==> src/sv/bls_pkg.sv <==
// shared types, codes and constants of the bresenham line stepper
package bls_pkg;

  localparam int COORD_BITS_DEFAULT = 16;
  localparam int DIM_BITS           = 15;
  localparam int LEFT_BITS          = 16;
  localparam int CFG_ADDR_BITS      = 8;
  localparam int CFG_DATA_BITS      = 16;

  localparam logic [DIM_BITS-1:0] IMAGE_WIDTH_RESET  = 15'd640;
  localparam logic [DIM_BITS-1:0] IMAGE_HEIGHT_RESET = 15'd480;

  localparam logic [CFG_ADDR_BITS-1:0] REG_IMAGE_WIDTH  = 8'd0;
  localparam logic [CFG_ADDR_BITS-1:0] REG_IMAGE_HEIGHT = 8'd1;

  typedef enum logic {
    REQ_START   = 1'b0,
    REQ_ADVANCE = 1'b1
  } req_type_t;

  typedef enum logic [1:0] {
    STATUS_STARTED  = 2'd0,
    STATUS_STEPPED  = 2'd1,
    STATUS_REJECTED = 2'd2,
    STATUS_IDLE     = 2'd3
  } status_t;

  typedef struct packed {
    logic x_negative;
    logic y_negative;
    logic x_is_major;
  } line_dir_t;

endpackage

==> src/sv/bls_req_if.sv <==
// request channel: start or advance transactions with line endpoints
interface bls_req_if #(
  parameter int COORD_BITS = bls_pkg::COORD_BITS_DEFAULT
);
  logic                         valid;
  logic                         ready;
  logic                         req_type;
  logic signed [COORD_BITS-1:0] begin_x;
  logic signed [COORD_BITS-1:0] begin_y;
  logic signed [COORD_BITS-1:0] end_x;
  logic signed [COORD_BITS-1:0] end_y;

  modport source (output valid, req_type, begin_x, begin_y, end_x, end_y, input ready);
  modport sink   (input valid, req_type, begin_x, begin_y, end_x, end_y, output ready);
endinterface

==> src/sv/bls_rsp_if.sv <==
// response channel: one pixel transaction per request
interface bls_rsp_if #(
  parameter int COORD_BITS = bls_pkg::COORD_BITS_DEFAULT
);
  logic                             valid;
  logic                             ready;
  logic signed [COORD_BITS-1:0]     pixel_x;
  logic signed [COORD_BITS-1:0]     pixel_y;
  logic [1:0]                       status;
  logic [bls_pkg::LEFT_BITS-1:0]    pixels_left;
  logic                             is_last;

  modport source (output valid, pixel_x, pixel_y, status, pixels_left, is_last, input ready);
  modport sink   (input valid, pixel_x, pixel_y, status, pixels_left, is_last, output ready);
endinterface

==> src/sv/bls_cfg_if.sv <==
// configuration write channel
interface bls_cfg_if;
  logic                                valid;
  logic                                ready;
  logic [bls_pkg::CFG_ADDR_BITS-1:0]   addr;
  logic [bls_pkg::CFG_DATA_BITS-1:0]   data;

  modport source (output valid, addr, data, input ready);
  modport sink   (input valid, addr, data, output ready);
endinterface

==> src/sv/bresenham_line_stepper_unit.sv <==
// top level of the bresenham line pixel stepper
//
// Bresenham line stepper. A start transaction carries two endpoints; if both
// lie outside the image (0 <= x < image_width, 0 <= y < image_height) the line
// is rejected, otherwise drawing begins at the endpoint that is inside and the
// first point is returned along with the number of steps left on the major
// axis (x is major only when |dx| > |dy|). Each advance transaction makes one
// step and returns the next point; is_last marks the final pixel, and an
// advance with no active line returns the current point with status "no
// active line". Coordinates wrap modulo 2^COORD_BITS. Throughput is one
// transaction per clock while the response side takes results: a request is
// taken into an input register, the start decode or the single
// add/compare/subtract of the step runs combinationally, and the result
// lands in an output register. The start decode, a subtract, an absolute
// value and a compare in a row, is the longest path. The
// response register lets a new request enter while a result waits to be
// taken; ready drops only when both registers are full and the response side
// is stalled. Configuration writes are always accepted and should be issued
// only while no transaction is in flight.
module bresenham_line_stepper_unit #(
  parameter int COORD_BITS = bls_pkg::COORD_BITS_DEFAULT
) (
  input logic     clk,
  input logic     rst,
  bls_req_if.sink req,
  bls_rsp_if.source rsp,
  bls_cfg_if.sink cfg
);
  // image size registers
  logic [bls_pkg::DIM_BITS-1:0] image_width;
  logic [bls_pkg::DIM_BITS-1:0] image_height;

  // input register
  logic                         s1_valid;
  bls_pkg::req_type_t           s1_req_type;
  logic signed [COORD_BITS-1:0] s1_begin_x;
  logic signed [COORD_BITS-1:0] s1_begin_y;
  logic signed [COORD_BITS-1:0] s1_end_x;
  logic signed [COORD_BITS-1:0] s1_end_y;
  logic                         s1_fire;

  // line state
  logic signed [COORD_BITS-1:0] cur_x,         cur_x_next;
  logic signed [COORD_BITS-1:0] cur_y,         cur_y_next;
  logic signed [COORD_BITS+1:0] err_acc,       err_acc_next;
  logic [COORD_BITS:0]          delta_major,   delta_major_next;
  logic [COORD_BITS:0]          delta_minor,   delta_minor_next;
  bls_pkg::line_dir_t           dir,           dir_next;
  logic [COORD_BITS:0]          remaining,     remaining_next;
  logic                         line_active,   line_active_next;

  // response register
  logic                          out_valid;
  logic signed [COORD_BITS-1:0]  out_x,      out_x_next;
  logic signed [COORD_BITS-1:0]  out_y,      out_y_next;
  bls_pkg::status_t              out_status, out_status_next;
  logic [bls_pkg::LEFT_BITS-1:0] out_left,   out_left_next;
  logic                          out_last,   out_last_next;

  // start decode results
  logic                         su_accepted;
  logic signed [COORD_BITS-1:0] su_x;
  logic signed [COORD_BITS-1:0] su_y;
  bls_pkg::line_dir_t           su_dir;
  logic [COORD_BITS:0]          su_major;
  logic [COORD_BITS:0]          su_minor;

  // step results
  logic signed [COORD_BITS-1:0] adv_x;
  logic signed [COORD_BITS-1:0] adv_y;
  logic signed [COORD_BITS+1:0] adv_err;
  logic [COORD_BITS:0]          adv_remaining;
  logic                         adv_done;

  // handshakes: the work stage moves when the response register is free or emptying
  assign s1_fire   = s1_valid && (!out_valid || rsp.ready);
  assign req.ready = !s1_valid || s1_fire;
  assign cfg.ready = 1'b1;

  assign rsp.valid       = out_valid;
  assign rsp.pixel_x     = out_x;
  assign rsp.pixel_y     = out_y;
  assign rsp.status      = out_status;
  assign rsp.pixels_left = out_left;
  assign rsp.is_last     = out_last;

  // configuration writes; unknown addresses are dropped
  always_ff @(posedge clk) begin
    if (rst) begin
      image_width  <= bls_pkg::IMAGE_WIDTH_RESET;
      image_height <= bls_pkg::IMAGE_HEIGHT_RESET;
    end else if (cfg.valid) begin
      if (cfg.addr == bls_pkg::REG_IMAGE_WIDTH) begin
        image_width <= cfg.data[bls_pkg::DIM_BITS-1:0];
      end
      if (cfg.addr == bls_pkg::REG_IMAGE_HEIGHT) begin
        image_height <= cfg.data[bls_pkg::DIM_BITS-1:0];
      end
    end
  end

  // input register
  always_ff @(posedge clk) begin
    if (rst) begin
      s1_valid <= 1'b0;
    end else if (req.ready) begin
      s1_valid <= req.valid;
    end
  end

  always_ff @(posedge clk) begin
    if (req.valid && req.ready) begin
      s1_req_type <= bls_pkg::req_type_t'(req.req_type);
      s1_begin_x  <= req.begin_x;
      s1_begin_y  <= req.begin_y;
      s1_end_x    <= req.end_x;
      s1_end_y    <= req.end_y;
    end
  end

  bls_setup #(
    .COORD_BITS (COORD_BITS)
  ) u_setup (
    .begin_x      (s1_begin_x),
    .begin_y      (s1_begin_y),
    .end_x        (s1_end_x),
    .end_y        (s1_end_y),
    .image_width  (image_width),
    .image_height (image_height),
    .accepted     (su_accepted),
    .org_x        (su_x),
    .org_y        (su_y),
    .dir          (su_dir),
    .delta_major  (su_major),
    .delta_minor  (su_minor)
  );

  bls_advance #(
    .COORD_BITS (COORD_BITS)
  ) u_advance (
    .cur_x          (cur_x),
    .cur_y          (cur_y),
    .err_acc        (err_acc),
    .delta_major    (delta_major),
    .delta_minor    (delta_minor),
    .dir            (dir),
    .remaining      (remaining),
    .next_x         (adv_x),
    .next_y         (adv_y),
    .next_err       (adv_err),
    .next_remaining (adv_remaining),
    .done           (adv_done)
  );

  // next line state and response contents
  always_comb begin
    cur_x_next       = cur_x;
    cur_y_next       = cur_y;
    err_acc_next     = err_acc;
    delta_major_next = delta_major;
    delta_minor_next = delta_minor;
    dir_next         = dir;
    remaining_next   = remaining;
    line_active_next = line_active;

    out_x_next      = out_x;
    out_y_next      = out_y;
    out_status_next = out_status;
    out_left_next   = out_left;
    out_last_next   = out_last;

    if (s1_fire) begin
      case (s1_req_type)
        bls_pkg::REQ_START: begin
          if (!su_accepted) begin
            // both endpoints outside: drop the line, keep the current point
            line_active_next = 1'b0;
            out_x_next       = '0;
            out_y_next       = '0;
            out_status_next  = bls_pkg::STATUS_REJECTED;
            out_left_next    = '0;
            out_last_next    = 1'b0;
          end else begin
            cur_x_next       = su_x;
            cur_y_next       = su_y;
            err_acc_next     = '0;
            delta_major_next = su_major;
            delta_minor_next = su_minor;
            dir_next         = su_dir;
            remaining_next   = su_major;
            // a single-point line is finished at once
            line_active_next = su_major != '0;
            out_x_next       = su_x;
            out_y_next       = su_y;
            out_status_next  = bls_pkg::STATUS_STARTED;
            out_left_next    = bls_pkg::LEFT_BITS'(su_major);
            out_last_next    = su_major == '0;
          end
        end
        bls_pkg::REQ_ADVANCE: begin
          if (!line_active) begin
            out_x_next      = cur_x;
            out_y_next      = cur_y;
            out_status_next = bls_pkg::STATUS_IDLE;
            out_left_next   = '0;
            out_last_next   = 1'b0;
          end else begin
            cur_x_next       = adv_x;
            cur_y_next       = adv_y;
            err_acc_next     = adv_err;
            remaining_next   = adv_remaining;
            line_active_next = !adv_done;
            out_x_next       = adv_x;
            out_y_next       = adv_y;
            out_status_next  = bls_pkg::STATUS_STEPPED;
            out_left_next    = bls_pkg::LEFT_BITS'(adv_remaining);
            out_last_next    = adv_done;
          end
        end
        default: begin
          out_status_next = bls_pkg::STATUS_IDLE;
        end
      endcase
    end
  end

  // line state registers
  always_ff @(posedge clk) begin
    if (rst) begin
      cur_x       <= '0;
      cur_y       <= '0;
      err_acc     <= '0;
      delta_major <= '0;
      delta_minor <= '0;
      dir         <= '0;
      remaining   <= '0;
      line_active <= 1'b0;
    end else begin
      cur_x       <= cur_x_next;
      cur_y       <= cur_y_next;
      err_acc     <= err_acc_next;
      delta_major <= delta_major_next;
      delta_minor <= delta_minor_next;
      dir         <= dir_next;
      remaining   <= remaining_next;
      line_active <= line_active_next;
    end
  end

  // response register
  always_ff @(posedge clk) begin
    if (rst) begin
      out_valid <= 1'b0;
    end else if (s1_fire) begin
      out_valid <= 1'b1;
    end else if (rsp.ready) begin
      out_valid <= 1'b0;
    end
  end

  always_ff @(posedge clk) begin
    out_x      <= out_x_next;
    out_y      <= out_y_next;
    out_status <= out_status_next;
    out_left   <= out_left_next;
    out_last   <= out_last_next;
  end
endmodule

==> src/sv/bls_setup.sv <==
// start decode: clipping test, endpoint swap, deltas and major axis
module bls_setup #(
  parameter int COORD_BITS = bls_pkg::COORD_BITS_DEFAULT
) (
  input  logic signed [COORD_BITS-1:0]       begin_x,
  input  logic signed [COORD_BITS-1:0]       begin_y,
  input  logic signed [COORD_BITS-1:0]       end_x,
  input  logic signed [COORD_BITS-1:0]       end_y,
  input  logic [bls_pkg::DIM_BITS-1:0]       image_width,
  input  logic [bls_pkg::DIM_BITS-1:0]       image_height,
  output logic                               accepted,
  output logic signed [COORD_BITS-1:0]       org_x,
  output logic signed [COORD_BITS-1:0]       org_y,
  output bls_pkg::line_dir_t                 dir,
  output logic [COORD_BITS:0]                delta_major,
  output logic [COORD_BITS:0]                delta_minor
);
  localparam int CMP_BITS = (COORD_BITS > bls_pkg::DIM_BITS) ? COORD_BITS : bls_pkg::DIM_BITS;

  logic                         begin_in;
  logic                         end_in;
  logic signed [COORD_BITS-1:0] far_x;
  logic signed [COORD_BITS-1:0] far_y;
  logic signed [COORD_BITS:0]   dx;
  logic signed [COORD_BITS:0]   dy;
  logic [COORD_BITS:0]          adx;
  logic [COORD_BITS:0]          ady;

  function automatic logic in_range(input logic signed [COORD_BITS-1:0] v,
                                    input logic [bls_pkg::DIM_BITS-1:0] lim);
    logic [CMP_BITS-1:0] v_ext;
    logic [CMP_BITS-1:0] lim_ext;
    v_ext   = CMP_BITS'($unsigned(v));
    lim_ext = CMP_BITS'(lim);
    return !v[COORD_BITS-1] && (v_ext < lim_ext);
  endfunction

  always_comb begin
    begin_in = in_range(begin_x, image_width) && in_range(begin_y, image_height);
    end_in   = in_range(end_x, image_width) && in_range(end_y, image_height);
    accepted = begin_in || end_in;

    // draw from whichever endpoint is inside
    if (begin_in) begin
      org_x = begin_x;
      org_y = begin_y;
      far_x = end_x;
      far_y = end_y;
    end else begin
      org_x = end_x;
      org_y = end_y;
      far_x = begin_x;
      far_y = begin_y;
    end

    dx  = (COORD_BITS+1)'(far_x) - (COORD_BITS+1)'(org_x);
    dy  = (COORD_BITS+1)'(far_y) - (COORD_BITS+1)'(org_y);
    adx = dx[COORD_BITS] ? $unsigned(-dx) : $unsigned(dx);
    ady = dy[COORD_BITS] ? $unsigned(-dy) : $unsigned(dy);

    dir.x_negative = dx[COORD_BITS];
    dir.y_negative = dy[COORD_BITS];
    dir.x_is_major = adx > ady;  // tie goes to y
    delta_major    = dir.x_is_major ? adx : ady;
    delta_minor    = dir.x_is_major ? ady : adx;
  end
endmodule

==> src/sv/bls_advance.sv <==
// one error-accumulate step along the active line
module bls_advance #(
  parameter int COORD_BITS = bls_pkg::COORD_BITS_DEFAULT
) (
  input  logic signed [COORD_BITS-1:0] cur_x,
  input  logic signed [COORD_BITS-1:0] cur_y,
  input  logic signed [COORD_BITS+1:0] err_acc,
  input  logic [COORD_BITS:0]          delta_major,
  input  logic [COORD_BITS:0]          delta_minor,
  input  bls_pkg::line_dir_t           dir,
  input  logic [COORD_BITS:0]          remaining,
  output logic signed [COORD_BITS-1:0] next_x,
  output logic signed [COORD_BITS-1:0] next_y,
  output logic signed [COORD_BITS+1:0] next_err,
  output logic [COORD_BITS:0]          next_remaining,
  output logic                         done
);
  logic signed [COORD_BITS+1:0] err_sum;
  logic signed [COORD_BITS+2:0] err_twice;
  logic signed [COORD_BITS+2:0] major_ext;
  logic                         minor_step;
  logic signed [COORD_BITS-1:0] step_x;
  logic signed [COORD_BITS-1:0] step_y;

  always_comb begin
    err_sum    = err_acc + $signed((COORD_BITS+2)'(delta_minor));
    err_twice  = $signed({err_sum, 1'b0});
    major_ext  = $signed((COORD_BITS+3)'(delta_major));
    minor_step = err_twice >= major_ext;

    step_x = dir.x_negative ? cur_x - COORD_BITS'(1) : cur_x + COORD_BITS'(1);
    step_y = dir.y_negative ? cur_y - COORD_BITS'(1) : cur_y + COORD_BITS'(1);

    next_err = minor_step ? err_sum - $signed((COORD_BITS+2)'(delta_major)) : err_sum;
    next_x   = (dir.x_is_major || minor_step) ? step_x : cur_x;
    next_y   = (!dir.x_is_major || minor_step) ? step_y : cur_y;

    next_remaining = remaining - (COORD_BITS+1)'(1);
    done           = next_remaining == '0;
  end
endmodule

==> src/flat_wrapper.sv <==
// flat-port wrapper written by rule: the top's interface ports become plain ports
module bresenham_line_stepper_unit_flat 
#(
  parameter int COORD_BITS = bls_pkg::COORD_BITS_DEFAULT
)
  (clk, rst, req_valid, req_req_type, req_begin_x, req_begin_y, req_end_x, req_end_y, req_ready, rsp_valid, rsp_pixel_x, rsp_pixel_y, rsp_status, rsp_pixels_left, rsp_is_last, rsp_ready, cfg_valid, cfg_addr, cfg_data, cfg_ready);
  bls_req_if #(.COORD_BITS(COORD_BITS)) req_i ();
  bls_rsp_if #(.COORD_BITS(COORD_BITS)) rsp_i ();
  bls_cfg_if cfg_i ();
  input logic clk;
  input logic rst;
  input wire logic [$bits(req_i.valid)-1:0] req_valid;
  input wire logic [$bits(req_i.req_type)-1:0] req_req_type;
  input wire logic [$bits(req_i.begin_x)-1:0] req_begin_x;
  input wire logic [$bits(req_i.begin_y)-1:0] req_begin_y;
  input wire logic [$bits(req_i.end_x)-1:0] req_end_x;
  input wire logic [$bits(req_i.end_y)-1:0] req_end_y;
  output wire logic [$bits(req_i.ready)-1:0] req_ready;
  output wire logic [$bits(rsp_i.valid)-1:0] rsp_valid;
  output wire logic [$bits(rsp_i.pixel_x)-1:0] rsp_pixel_x;
  output wire logic [$bits(rsp_i.pixel_y)-1:0] rsp_pixel_y;
  output wire logic [$bits(rsp_i.status)-1:0] rsp_status;
  output wire logic [$bits(rsp_i.pixels_left)-1:0] rsp_pixels_left;
  output wire logic [$bits(rsp_i.is_last)-1:0] rsp_is_last;
  input wire logic [$bits(rsp_i.ready)-1:0] rsp_ready;
  input wire logic [$bits(cfg_i.valid)-1:0] cfg_valid;
  input wire logic [$bits(cfg_i.addr)-1:0] cfg_addr;
  input wire logic [$bits(cfg_i.data)-1:0] cfg_data;
  output wire logic [$bits(cfg_i.ready)-1:0] cfg_ready;
  assign req_i.valid = req_valid;
  assign req_i.req_type = req_req_type;
  assign req_i.begin_x = req_begin_x;
  assign req_i.begin_y = req_begin_y;
  assign req_i.end_x = req_end_x;
  assign req_i.end_y = req_end_y;
  assign req_ready = req_i.ready;
  assign rsp_valid = rsp_i.valid;
  assign rsp_pixel_x = rsp_i.pixel_x;
  assign rsp_pixel_y = rsp_i.pixel_y;
  assign rsp_status = rsp_i.status;
  assign rsp_pixels_left = rsp_i.pixels_left;
  assign rsp_is_last = rsp_i.is_last;
  assign rsp_i.ready = rsp_ready;
  assign cfg_i.valid = cfg_valid;
  assign cfg_i.addr = cfg_addr;
  assign cfg_i.data = cfg_data;
  assign cfg_ready = cfg_i.ready;
  bresenham_line_stepper_unit #(.COORD_BITS(COORD_BITS)) u_core (.clk(clk), .rst(rst), .req(req_i), .rsp(rsp_i), .cfg(cfg_i));
endmodule
==> config.mk <==
export PLATFORM = sky130hd
export DESIGN_NAME = bresenham_line_stepper_unit_flat
export DESIGN_NICKNAME = d
export VERILOG_FILES = /design/src/sv/bls_pkg.sv /design/src/sv/bls_req_if.sv /design/src/sv/bls_rsp_if.sv /design/src/sv/bls_cfg_if.sv /design/src/sv/bresenham_line_stepper_unit.sv /design/src/sv/bls_setup.sv /design/src/sv/bls_advance.sv /design/src/flat_wrapper.sv
export SDC_FILE = /design/constraint.sdc
export NUM_CORES = 1
export LEC_CHECK = 0
export BUFFER_PORTS_ARGS = -buffer_cell sky130_fd_sc_hd__buf_2
export CORE_MARGIN = 2
export CORE_UTILIZATION = 45
export CTS_CLUSTER_SIZE = 30
export DETAILED_ROUTE_END_ITERATION = 8
export GPL_ROUTABILITY_DRIVEN = 0
export PLACE_DENSITY = 0.71
export SYNTH_ARGS = -nofsm -noshare
export SYNTH_HDL_FRONTEND = slang
export SYNTH_SLANG_ARGS = --single-unit
export TNS_END_PERCENT = 100
==> constraint.sdc <==
create_clock -name clk -period 8.7 [get_ports clk]
set_input_delay 2.61 -clock clk [delete_from_list [all_inputs] [get_ports clk]]
set_output_delay 2.61 -clock clk [all_outputs]
set_load 0.01 [all_outputs]
After elaboration in Yosys (flattened, before gate mapping). Cells that the tools add are included.

Register bits: 253. Bits in latches: 0. Memory bits (writable): 0. Bits in read-only memories: 0. Bits of input ports: 94. Output and inout bits: 54. Logic and storage cells: 119. Memories kept: 0.

Add/sub/neg operators: 11. $mul: 0. Divide/modulo/power cells: 0. $lt $le $gt $ge: 6. Equal/unequal tests: 3. Shifts and indexed selects: 0. Multiplexer cells: 43. Bitwise operators: 1. Reduce and logical (&&, ||, !) cells: 31.

Operators by type and width (count): two-way mux 16 bit (16); one-hot mux 16 bit (2 select lines) (5); two-way mux 17 bit (6); < comparator 16 x 15 -> 1 bit (4); two-way mux 18 bit (3); one-hot mux 18 bit (2 select lines) (1); zero test 17 bit (2); negation 17 bit (2); one-hot mux 17 bit (2 select lines) (1); subtractor 16 x 16 -> 17 bit (2); adder 16 x 2 -> 16 bit, second input constant (2); subtractor 16 x 2 -> 16 bit, second input constant (2); greater-or-equal comparator 19 x 18 -> 1 bit (1); adder 18 bit (1); subtractor 18 bit (1); greater-than comparator 17 bit (1); nonzero test 17 bit (1); subtractor 17 x 1 -> 17 bit, second input constant (1); == test 8 x 1 -> 1 bit, second input constant (1); logical AND 1 bit (8); zero test 1 bit (8); zero test 8 bit (1); two-way mux 1 bit (6); AND reduction 2 bit (3); other kinds (9) (16).

Depth between registers and ports, before layout. Gate-level depths: netlist (run 1).

Word-level depth: 12. Gate-level depth with buffers: 41. Depth with buffers taken out: 32.

Modules after synthesis. Synthesis (run 1) repeated with hierarchy kept, for this count alone.

Cell total of the unflattened synthesis: 2357. Area total of the unflattened synthesis: 20133.1 µm².

Modules (own cells, without submodules): bresenham_line_stepper_unit (instances 1, cells an instance 874, area each 9658.0 µm²); bls_setup (instances 1, cells an instance 933, area each 6363.6 µm²); bls_advance (instances 1, cells an instance 550, area each 4111.4 µm²).

Worst setup path before layout (run 1). No wires, ideal clock.

Path kind: register -> register. Start: reg u_core.s1_begin_x[7]. End: reg u_core.out_last, in the netlist u_core.rsp.is_last, data pin. Data arrival time: 8.087 ns. Slack: 0.482 ns. Stages on the path, launching flop included: 34. Path buffers: 8. Clock period less this slack: 8.218 ns. Cell sequence: edfxtp_1 > ha_1 > and2_1 > a221oi_1 > o21ai_1 > a22oi_1 > buf_2 > nand2_4 > buf_6 > buf_6 > clkbuf_1 > clkbuf_1 > buf_1 > nor2_1 > a21oi_1 > ha_1 > or4_4 > a2111oi_4 > o211ai_2 > or4b_4 > nand2_2 > xor2_2 > ha_1 > and4_1 > a221oi_1 > nor2_1 > a211oi_1 > a21o_1 > buf_2 > buf_1 > mux2i_1 > nand4_1 > nor4b_2 > a31o_1.

Longest elaborated chain between the ends: 12.

RTL lines: start: declaration (RTL line bresenham_line_stepper_unit.sv:36) `logic signed [COORD_BITS-1:0] s1_begin_x;`; start signal: assignment (RTL line bresenham_line_stepper_unit.sv:114) `s1_begin_x <= req.begin_x;`; < comparator 16 x 15 -> 1 bit (RTL line bls_setup.sv:35) `return !v[COORD_BITS-1] && (v_ext < lim_ext);`; logical AND 1 bit (RTL line bls_setup.sv:35); logical AND 1 bit (RTL line bls_setup.sv:39) `begin_in = in_range(begin_x, image_width) && in_range(begin_y, image_height);`; two-way mux 16 bit (RTL line bls_setup.sv:44) `if (begin_in) begin`; subtractor 16 x 16 -> 17 bit (on tied branches) (RTL line bls_setup.sv:56, bls_setup.sv:57); negation 17 bit (on tied branches) (RTL line bls_setup.sv:58, bls_setup.sv:59); two-way mux 17 bit (on tied branches) (RTL line bls_setup.sv:58, bls_setup.sv:59); greater-than comparator 17 bit (RTL line bls_setup.sv:63) `dir.x_is_major = adx > ady;`; two-way mux 17 bit (RTL line bls_setup.sv:64) `delta_major = dir.x_is_major ? adx : ady;`; zero test 17 bit (RTL line bresenham_line_stepper_unit.sv:197) `out_last_next = su_major == '0;`; two-way mux 1 bit (*) (RTL line bresenham_line_stepper_unit.sv:175) `if (!su_accepted) begin`; one-hot mux 1 bit (2 select lines) (*) (RTL line bresenham_line_stepper_unit.sv:173) `case (s1_req_type)`; end signal: assignment (RTL line bresenham_line_stepper_unit.sv:266) `out_last <= out_last_next;`; end: declaration (RTL line bresenham_line_stepper_unit.sv:58) `logic out_last, out_last_next;`.

Mark *: on every way between the ends. The rest lies on a longest branch, timed or not. A chain may end at the register's enable or synchronous reset.

Final worst setup path (run 1). Ends and elaborated chain as after synthesis.

==> results by stage, run 1 <==
Outcome:
- The run finished with clean final reports.

Setup path:
- Data on the critical path arrives at its endpoint at 8.56 ns.
- Among all stages on the critical path, the largest delay is contributed by sky130_fd_sc_hd__edfxtp_1.
- The classification of the worst setup path is reg -> reg.
- The kind of capture point of the worst setup path is a register.
- The maximum net fanout on the critical path is 16.
- The worst setup path is launched from a register.
- The required time reported for the critical path endpoint is 9.10 ns.
- For this run, the slowest stage of the critical path takes 0.53 ns.

Global route:
- Global routing finished with a remaining overflow of 0.
- The initial antenna violation count was 0.
- The via count of the first global-routing pass is 16751.
- Entering global routing, the biggest net connects 78 pins.
- The global routing usage summed across all routing layers is 24.5%.
- The first global-routing pass estimated 87.4 mm of wire.

Clock network:
- After clock tree synthesis, the repair step resized 0 gates.
- The clock passes through at most 3 buffers.
- Clock latency on the worst-skew pair, taken at its later pin, is 0.58 ns.
- After clock tree synthesis, the clock-pin slew on the worst setup and hold paths is 0.06 ns.
- The cell chosen for the clock root is sky130_fd_sc_hd__clkbuf_16.
- TritonCTS built the clock tree.
- The number of sinks driven by the clock tree is 253.
- CTS built an H-tree with a depth of 1.
- Post-CTS timing repair inserted 0 buffers for setup.
- The number of buffers added by the clock tree synthesis step is 29.
- Buffers inserted to repair hold after CTS numbered 0.

Synth:
- The count of state elements after synthesis is 253.
- The synthesized netlist devotes 6.25% of its cell area to XOR and XNOR gates.
- The cell area that synthesis handed to floorplanning was 19100 sq um.
- The Yosys step of the flow raised 0 warnings.
- The combinational family with the most area after synthesis is compound AO/OA/AOI/OAI gates.
- The area share of and/or/nand/nor cells after synthesis is 18.7%.
- A synthesized cell averages 8.49 sq um.
- The number of standard cells after synthesis is 2255.
- Counting flops with a built-in enable in the synthesized netlist gives 116.
- Measured against the total synthesized area, the mux share comes to 3.67%.
- Sequential cells were found to cover 32.5% of the synthesized design area.
- The dominant register cell in the synthesized netlist is sky130_fd_sc_hd__dfxtp_1.
- After synthesis, the share of flip-flops with an asynchronous set or reset is 0%.
- Summed over all instances, the cell type with the most area after synthesis is sky130_fd_sc_hd__edfxtp_1.
- The number of distinct library cell variants in the gate-level netlist after synthesis is 103.
- In this run the biggest area consumer among cell types represents 18.2% of the synthesized area.
- By area the synthesized netlist is led by sky130_fd_sc_hd__edfxtp_1 18%, sky130_fd_sc_hd__dfxtp_1 14%, sky130_fd_sc_hd__ha_1 10%.
- The adder and majority cell fraction of the synthesized area is 12.9%.
- The synthesized netlist devotes 21.1% of its cell area to compound gates.
- The number of nets produced by synthesis is 2510.

Timing:
- The post-layout minimum cycle time is 8.16 ns.
- In this run the tightest slew margin relative to its limit is 27.0%.
- The final count of pins violating max slew is 0.
- Clock skew on the completed layout was measured at 0.0207 ns.
- The final critical-path share of the clock period is 93.8%.
- The number of hold-slack violations in the final timing report is 0.
- The accumulated negative setup slack is 0 ns.
- The worst hold slack after final layout is 0.458 ns.
- Setup repair after global routing left no endpoint under its margin.
- For the pin with the worst max-slew slack, the measured transition is 1.08 ns.
- Setup violations remaining at the end of the flow were counted as 0.
- The maximum frequency from static timing analysis is 123 MHz.

Placement:
- Once detailed placement completed, the half-perimeter wirelength came to 41.6 mm.
- Counting tap cells, the placed design contains a total of 2872 instances.
- The count of port buffers added during placement is 145.

Finish:
- The library cell used most frequently in the layout, excluding fill and tap cells, is sky130_fd_sc_hd__nor2_1.
- The final standard cell count with taps included and fillers excluded is 2926.
- The antenna diode count is 0.
- The top cell types in the final layout, fill and taps aside, are 230 x sky130_fd_sc_hd__nor2_1, 220 x sky130_fd_sc_hd__nand2_1, 157 x sky130_fd_sc_hd__ha_1, 151 x sky130_fd_sc_hd__a21oi_1, 144 x sky130_fd_sc_hd__buf_2.
- Relative to the synthesized area, the layout overhead comes to 12.1%.
- The number of nets in the layout is 2619.
- The fraction of layout cells with a size suffix above 1 is 12.3%.

Floorplanning:
- The number of top-level pins is 148.
- The die boundary width is 210 um.
- Once the floorplan was initialized, standard cells occupied 45.7% of the core.
- The die covers 44200 sq um.
- The standard-cell row count is 75.
- In this run the standard cell core region covers 41900 sq um.
- The height of the die is 210 um.

Detailed routing:
- Dividing the detail-routed via count by the number of cells gives 5.89.
- The via total after detailed routing is 17220.
- Summed over all layers, the routed wires come to 54.6 mm.
- The number of nets with antenna violations after routing is 0.
- After detailed routing, the average wire length per cell comes to 18.7 um.
- The iteration count of the initial detailed-routing pass is 5.
- The starting DRC count in detailed routing is 1441.
- For this run, design rule violations remaining after detail routing come to 0.

Power:
- For this design the ratio of total power to cell area is 180 nW/um^2.
- The maximum VDD drop is 0.166 mV.
- The analysis attributes to cell leakage a power of 0.00879 uW.

Job:
- The max-capacitance violation count is 0.

Min path:
- The min-delay analysis places its worst path in the category reg -> reg.
[final timing paths]
check | from | to | slack (ns) | cells after the start
setup / recovery | u_core.s1_begin_x[7]$_DFFE_PP_ | u_core.rsp.is_last$_DFFE_PP_ | 0.54 | 32
hold / removal | u_core.delta_major[4]$_SDFFE_PP0P_ | u_core.delta_major[4]$_SDFFE_PP0P_ | 0.46 | 2
setup reg to reg | u_core.s1_begin_x[7]$_DFFE_PP_ | u_core.rsp.is_last$_DFFE_PP_ | 0.54 | 32
hold reg to reg | u_core.delta_major[4]$_SDFFE_PP0P_ | u_core.delta_major[4]$_SDFFE_PP0P_ | 0.46 | 2
[registers in the layout, summed over array words and instances (netlist names), 2 cells and up]
name and flops:
u_core.err_acc 18, u_core.delta_major 17, u_core.delta_minor 17, u_core.remaining 17, u_core.cur_x 16, u_core.cur_y 16, u_core.rsp.pixel_x 16, u_core.rsp.pixel_y 16
u_core.rsp.pixels_left 16, u_core.s1_begin_x 16, u_core.s1_begin_y 16, u_core.s1_end_x 16, u_core.s1_end_y 16, u_core.image_height 15, u_core.image_width 15, u_core.dir 3
u_core.rsp.status 2
[routing by layer]
layer | global-route usage [%] | vias up | routed length [um]
li1 | - | 8388 | -
met1 | 31.7 | 8083 | 23400
met2 | 40.6 | 622 | 25200
met3 | 2.86 | 127 | 3270
met4 | 12.4 | 0 | 2720
met5 | 0 | - | 0
[final cells by class]
| cell class | instances | area [sq um] |
|---|---|---|
| timing repair buffer | 180 | 991 |
| tap | 539 | 674 |
| clock inverter | 21 | 298 |
| inverter | 139 | 522 |
| clock buffer | 33 | 751 |
| multi-input combinational | 1761 | 12000 |
| fill | 3819 | 20500 |
| sequential | 253 | 6230 |
[cell families (layout without fill, tap and decap cells)]
logic type / Yosys count / after routing
adders and majority gates: 202 / 202
xor gates and xnor gates: 135 / 135
and+or+nand+nor: 751 / 751
other: 1 / 1
muxes: 68 / 68
AOI/OAI and AO/OA: 604 / 604
DFF: 253 / 253
buffers and inverters: 241 / 373
[synthesized netlist by cell type (8+ instances only)]
master                     number
sky130_fd_sc_hd__inv_1        138
sky130_fd_sc_hd__nor3_1        52
sky130_fd_sc_hd__clkbuf_1      84
sky130_fd_sc_hd__nor4_1        13
sky130_fd_sc_hd__nand2_1      220
sky130_fd_sc_hd__nand3_1       42
sky130_fd_sc_hd__xor2_1        53
sky130_fd_sc_hd__nor2_1       232
sky130_fd_sc_hd__o221a_2       12
sky130_fd_sc_hd__a21boi_0       9
sky130_fd_sc_hd__edfxtp_1     116
sky130_fd_sc_hd__o211ai_1      27
sky130_fd_sc_hd__nand4_1       14
sky130_fd_sc_hd__o21a_1        14
sky130_fd_sc_hd__o31ai_1       10
sky130_fd_sc_hd__buf_1          8
sky130_fd_sc_hd__o221ai_1      10
sky130_fd_sc_hd__a22oi_1       11
sky130_fd_sc_hd__nand2b_1      45
sky130_fd_sc_hd__or3_1         14
sky130_fd_sc_hd__maj3_1        35
sky130_fd_sc_hd__a21oi_1      152
sky130_fd_sc_hd__o21bai_1      12
sky130_fd_sc_hd__nor2b_1       45
sky130_fd_sc_hd__a211oi_1      44
sky130_fd_sc_hd__o22ai_1       20
sky130_fd_sc_hd__dfxtp_1      137
sky130_fd_sc_hd__ha_1         157
sky130_fd_sc_hd__xnor2_1       80
sky130_fd_sc_hd__o21ai_0      114
sky130_fd_sc_hd__and3_1        16
sky130_fd_sc_hd__mux2i_1       62
sky130_fd_sc_hd__a21o_1        51
sky130_fd_sc_hd__a31oi_1       36
[power breakdown]
group          internal, uW  switching [uW]
sequential             1290            49.7
clock                   829             515
combinational           440             742
[critical path: cells and delay by family (launching register included)]
family | cells | cell delay [ns]
flops | 1 | 0.53
fa+ha+maj | 3 | 0.92
xor+xnor | 1 | 0.39
buf+inv | 2 | 0.45
mux | 1 | 0.23
compound gates | 13 | 3.45
simple gates | 12 | 1.98
[metrics by stage]
step / setup WS (ns) / cell area (sq um) / total power [uW] / util, %
6_report: 0.542 / 21500 / 3860 / 51.2
2_1_floorplan: 0.482 / 19100 / 2130 / -
4_1_cts: 0.744 / 21500 / 3860 / 51.2
3_3_place_gp: 0.927 / 20400 / 2480 / 48.7
5_1_grt: 0.0569 / 21500 / 4040 / 51.2
3_5_place_dp: 0.764 / 20400 / 2520 / 48.7
(Power assumes the default switching activity.)
==> run 2: changes to the inputs <==
CAP_MARGIN = 20   (was not set)
PLACE_DENSITY = 0.68   (was 0.71)
SYNTH_HIERARCHICAL = 1   (was not set)
clock period = 9.9 ns   (was 8.7 ns; I/O delays follow)
==> results by stage, run 2 <==
Detailed routing:
- The overall routed net length is 57.4 mm (+5.0%).
- The number of nets with antenna violations after routing is 0 (unchanged).
- The routed length per placed instance was 18.7 um (+0.20%).
- The detail-routed via count per cell is 5.86 (-0.38%).
- The starting DRC count in detailed routing is 1370 (-4.9%).
- The iteration count of the initial detailed-routing pass is 6 (+1).
- The number of DRC violations after detailed routing came to 0 (unchanged).
- The via total after detailed routing is 17969 (+4.3%).

Setup path:
- The required time reported for the critical path endpoint is 10.35 ns (+1.25 ns).
- The kind of capture point of the worst setup path is a register.
- The slack of the worst reg-to-reg path is 0.80 ns (+0.26 ns).
- The critical path's largest stage delay is 0.74 ns (+0.21 ns).
- The data arrival time of the critical path was 9.54 ns (+0.98 ns).
- STA classifies the critical path startpoint as a register.
- The cell at the slowest stage of the critical path is sky130_fd_sc_hd__a2111oi_2.
- The maximum net fanout on the critical path is 55 (+39).
- By instance count, the cell type seen most on the critical path is sky130_fd_sc_hd__ha_1.
- The classification of the worst setup path is reg -> reg.

Finish:
- The number of nets in the layout came to 2705 (+3.3%).
- The fraction of layout cells with a size suffix above 1 was 14.2% (+1.9 points).
- The finished layout cell area is 22300 sq um (+3.9%).
- The multi-input logic area is 13000 sq um (+8.0%).
- The final design utilization is 50.4% (-0.75 points).
- The flip-flop count of the largest register after layout is 18 (unchanged).
- The largest register by flop count is u_core/err_acc.
- The combined flip-flop and latch cell area is 6230 sq um (unchanged).
- The number of filler cells placed in the layout is 4158 (+8.9%).
- The antenna diode count is 0 (unchanged).
- Leaving out fill and tap cells, the most frequent cell in the layout is sky130_fd_sc_hd__nand2_1.
- Compared with the post-synthesis result, the final layout area differs by 10.7%.
- In the layout the commonest cells are 297 x sky130_fd_sc_hd__nand2_1, 198 x sky130_fd_sc_hd__nor2_1, 176 x sky130_fd_sc_hd__a21oi_1, 157 x sky130_fd_sc_hd__ha_1, 144 x sky130_fd_sc_hd__buf_2.

Timing:
- The maximum frequency from static timing analysis came to 110 MHz (-10%).
- The final count of pins violating max slew is 0 (unchanged).
- The worst-margin pin slew was 1.18 ns (+0.101 ns).
- The final critical-path share of the clock period came to 91.9% (-1.9 points).
- The maximum clock skew at final layout is 0.0195 ns (-0.00117 ns).
- The number of endpoints failing setup at the final stage came to 0 (unchanged).
- The accumulated negative setup slack was 0 ns (unchanged).
- The relative max-transition margin came to 20.2% (-6.8 points).
- Setup repair after global routing left no endpoint under its margin.
- The worst hold slack after final layout is 0.455 ns (-0.00250 ns).
- The number of hold-slack violations in the final timing report is 0 (unchanged).
- The post-route worst setup slack is 0.805 ns (+0.263 ns).
- The post-layout minimum cycle time is 9.10 ns (+0.937 ns).

Power:
- The internal power is 2100 uW (-18%).
- The power per cell area is 144 nW/um^2 (-20%).
- The static leakage is 0.00889 uW (+1.1%).
- The maximum VDD drop is 0.156 mV (-5.9%).
- The net switching component of the power came to 1110 uW (-15%).
- The share of total power consumed by net switching is 34.5% (+0.73 points).
- The part of the power in registers is 36.2% (+1.5 points).
- The combinational share of power is 30.4% (-0.2 points).
- The share of power burned in the clock network is 33.4% (-1.4 points).

Clock network:
- The latest clock arrival within the worst-skew pair is 0.58 ns (about the same).
- The buffer count from post-CTS setup fixing is 0 (unchanged).
- The clock-pin slew of the registers on the worst-case setup and hold paths is 0.07 ns (about the same).
- The TritonCTS clock tree is done.
- The number of buffers added by the clock tree synthesis step is 29 (unchanged).
- The number of sinks driven by the clock tree was 253 (unchanged).
- The post-cts gate resize count is 0 (unchanged).
- The number of levels the H-tree was split into was 1 (unchanged).
- The count of hold-fix buffers inserted at cts is 0 (unchanged).
- CTS placed an instance of sky130_fd_sc_hd__clkbuf_16 at the clock tree root.
- The buffer depth of the longest clock path is 3 (unchanged).

Placement:
- The total half-perimeter wirelength after legalization and detailed placement is 43.5 mm (+4.5%).
- The cell area reported after detailed placement is 21300 sq um (+4.5%).
- The placement-stage worst setup slack came to 0.945 ns (+0.181 ns).
- The count of port buffers added during placement is 145 (unchanged).

Floorplanning:
- The overall die area is 46400 sq um (+5.0%).
- The starting density of the core is 45.5% (-0.12 points).
- The area of the core is 44200 sq um (+5.4%).
- The die boundary width came to 216 um (+2.5%).
- The height of the die came to 216 um (+2.5%).
- The standard-cell row count is 77 (+2.7%).
- The number of top-level pins came to 148 (unchanged).

Synth:
- The largest area contributor in the synthesized netlist is sky130_fd_sc_hd__edfxtp_1.
- Among all flip-flop cells after synthesis, the most frequent one is sky130_fd_sc_hd__dfxtp_1.
- The number of distinct library cell variants in the gate-level netlist after synthesis is 105 (+1.9%).
- The share of flip-flops with an asynchronous set or reset after synthesis came to 0% (unchanged).
- The count of state elements after synthesis was 253 (unchanged).
- The number of standard cells after synthesis is 2357 (+4.5%).
- The number of flops mapped to enable cells by yosys is 116 (unchanged).
- Sorting the synthesized cells by area gives the leading types as sky130_fd_sc_hd__edfxtp_1 17%, sky130_fd_sc_hd__dfxtp_1 14%, sky130_fd_sc_hd__ha_1 9.8%.
- The most common cell in the synthesized netlist is sky130_fd_sc_hd__nand2_1.
- The number of nets produced by synthesis was 2612 (+4.1%).
- The total standard cell area after synthesis was 20100 sq um (+5.1%).
- The per-instance average area after synthesis is 8.54 sq um (+0.59%).
- The Yosys warning count was 6 (+6).
- The top cell type's share of synthesized area was 17.3% (-0.89 points).
- After synthesis, the most frequently instantiated cells are 297 x sky130_fd_sc_hd__nand2_1, 199 x sky130_fd_sc_hd__nor2_1, 177 x sky130_fd_sc_hd__a21oi_1.
- The sequential area share after synthesis is 30.9% (-1.6 points).

Global route:
- The sum of overflow across all layers after global routing is 0 (unchanged).
- The maximum number of pins on one net before global-route repair was 89 (+14%).
- The via count of the first global-routing pass is 16748 (-0.018%).
- The global routing usage summed across all routing layers is 23.7% (-0.85 points).
- The initial antenna violation count came to 0 (unchanged).
- The global-route wire length before repair is 89.6 mm (+2.5%).

Job:
- The max-capacitance violation count is 0 (unchanged).

Outcome:
- The flow ran to the end, and the final reports show no timing, DRC or antenna violations.

Min path:
- The path category of the worst min-delay check is reg -> reg.
## run 2: final cells by class
cell class	count	area share, %
Clock buffer	35	3.49
Clock inverter	19	0.763
Inverter	134	2.26
Multi-Input combinational cell	1863	58.1
Sequential cell	253	27.9
Tap cell	592	3.32
Timing Repair Buffer	169	4.13
## run 2: power groups by stage
| stage | combinational (uW) | sequential (uW) | clock [uW] |
|---|---|---|---|
| after floorplan | 688 | 1180 | 0 |
| after global placement | 926 | 1180 | 0 |
| after detailed placement | 950 | 1190 | 0 |
| after CTS | 955 | 1160 | 1090 |
| after global routing | 1050 | 1170 | 1140 |
| final | 978 | 1160 | 1070 |
## run 2: final timing paths
kind / endpoint / depth (start not counted) / from
worst max register to register: u_core/rsp.is_last$_DFFE_PP_ / 31 / u_core/s1_begin_x[2]$_DFFE_PP_
worst min register to register: u_core/delta_major[2]$_SDFFE_PP0P_ / 2 / u_core/delta_major[2]$_SDFFE_PP0P_
worst min-delay path: u_core/delta_major[2]$_SDFFE_PP0P_ / 2 / u_core/delta_major[2]$_SDFFE_PP0P_
worst max-delay path: u_core/rsp.is_last$_DFFE_PP_ / 31 / u_core/s1_begin_x[2]$_DFFE_PP_
## run 2: worst max-delay path, delay by kind of cell (launching register included)
family	cells	cell delay [ns]
simple gates	6	1.72
flops	1	0.50
xor+xnor	1	0.33
buf+inv	3	0.83
mux	1	0.35
compound gates	17	4.30
fa+ha+maj	3	0.92
## run 2: metrics by stage
step / total power (uW) / std cells
after global routing: 3360 / 3065
after detailed placement: 2140 / 3010
after CTS: 3210 / 3064
after global placement: 2110 / 3010
final: 3210 / 3065
after floorplan: 1860 / 2357
## run 2: layer usage
metal	vias to the layer above	track usage (%)	wire length, um
li1	8717	-	-
met1	8519	31.1	25100
met2	611	39.4	26600
met3	122	3.04	3270
met4	0	9.43	2410
met5	-	0	0
## run 2: cells by family after synthesis
kind of cell             share of synthesized area (%)
AO/OA/AOI/OAI                                     21.1
XOR/XNOR                                          5.78
adder cells (fa/ha/maj)                           12.2
buffers and inverters                             4.91
flip-flops                                        30.9
multiplexers                                      6.95
other                                           0.0186
AND/OR/NAND/NOR                                   18.1
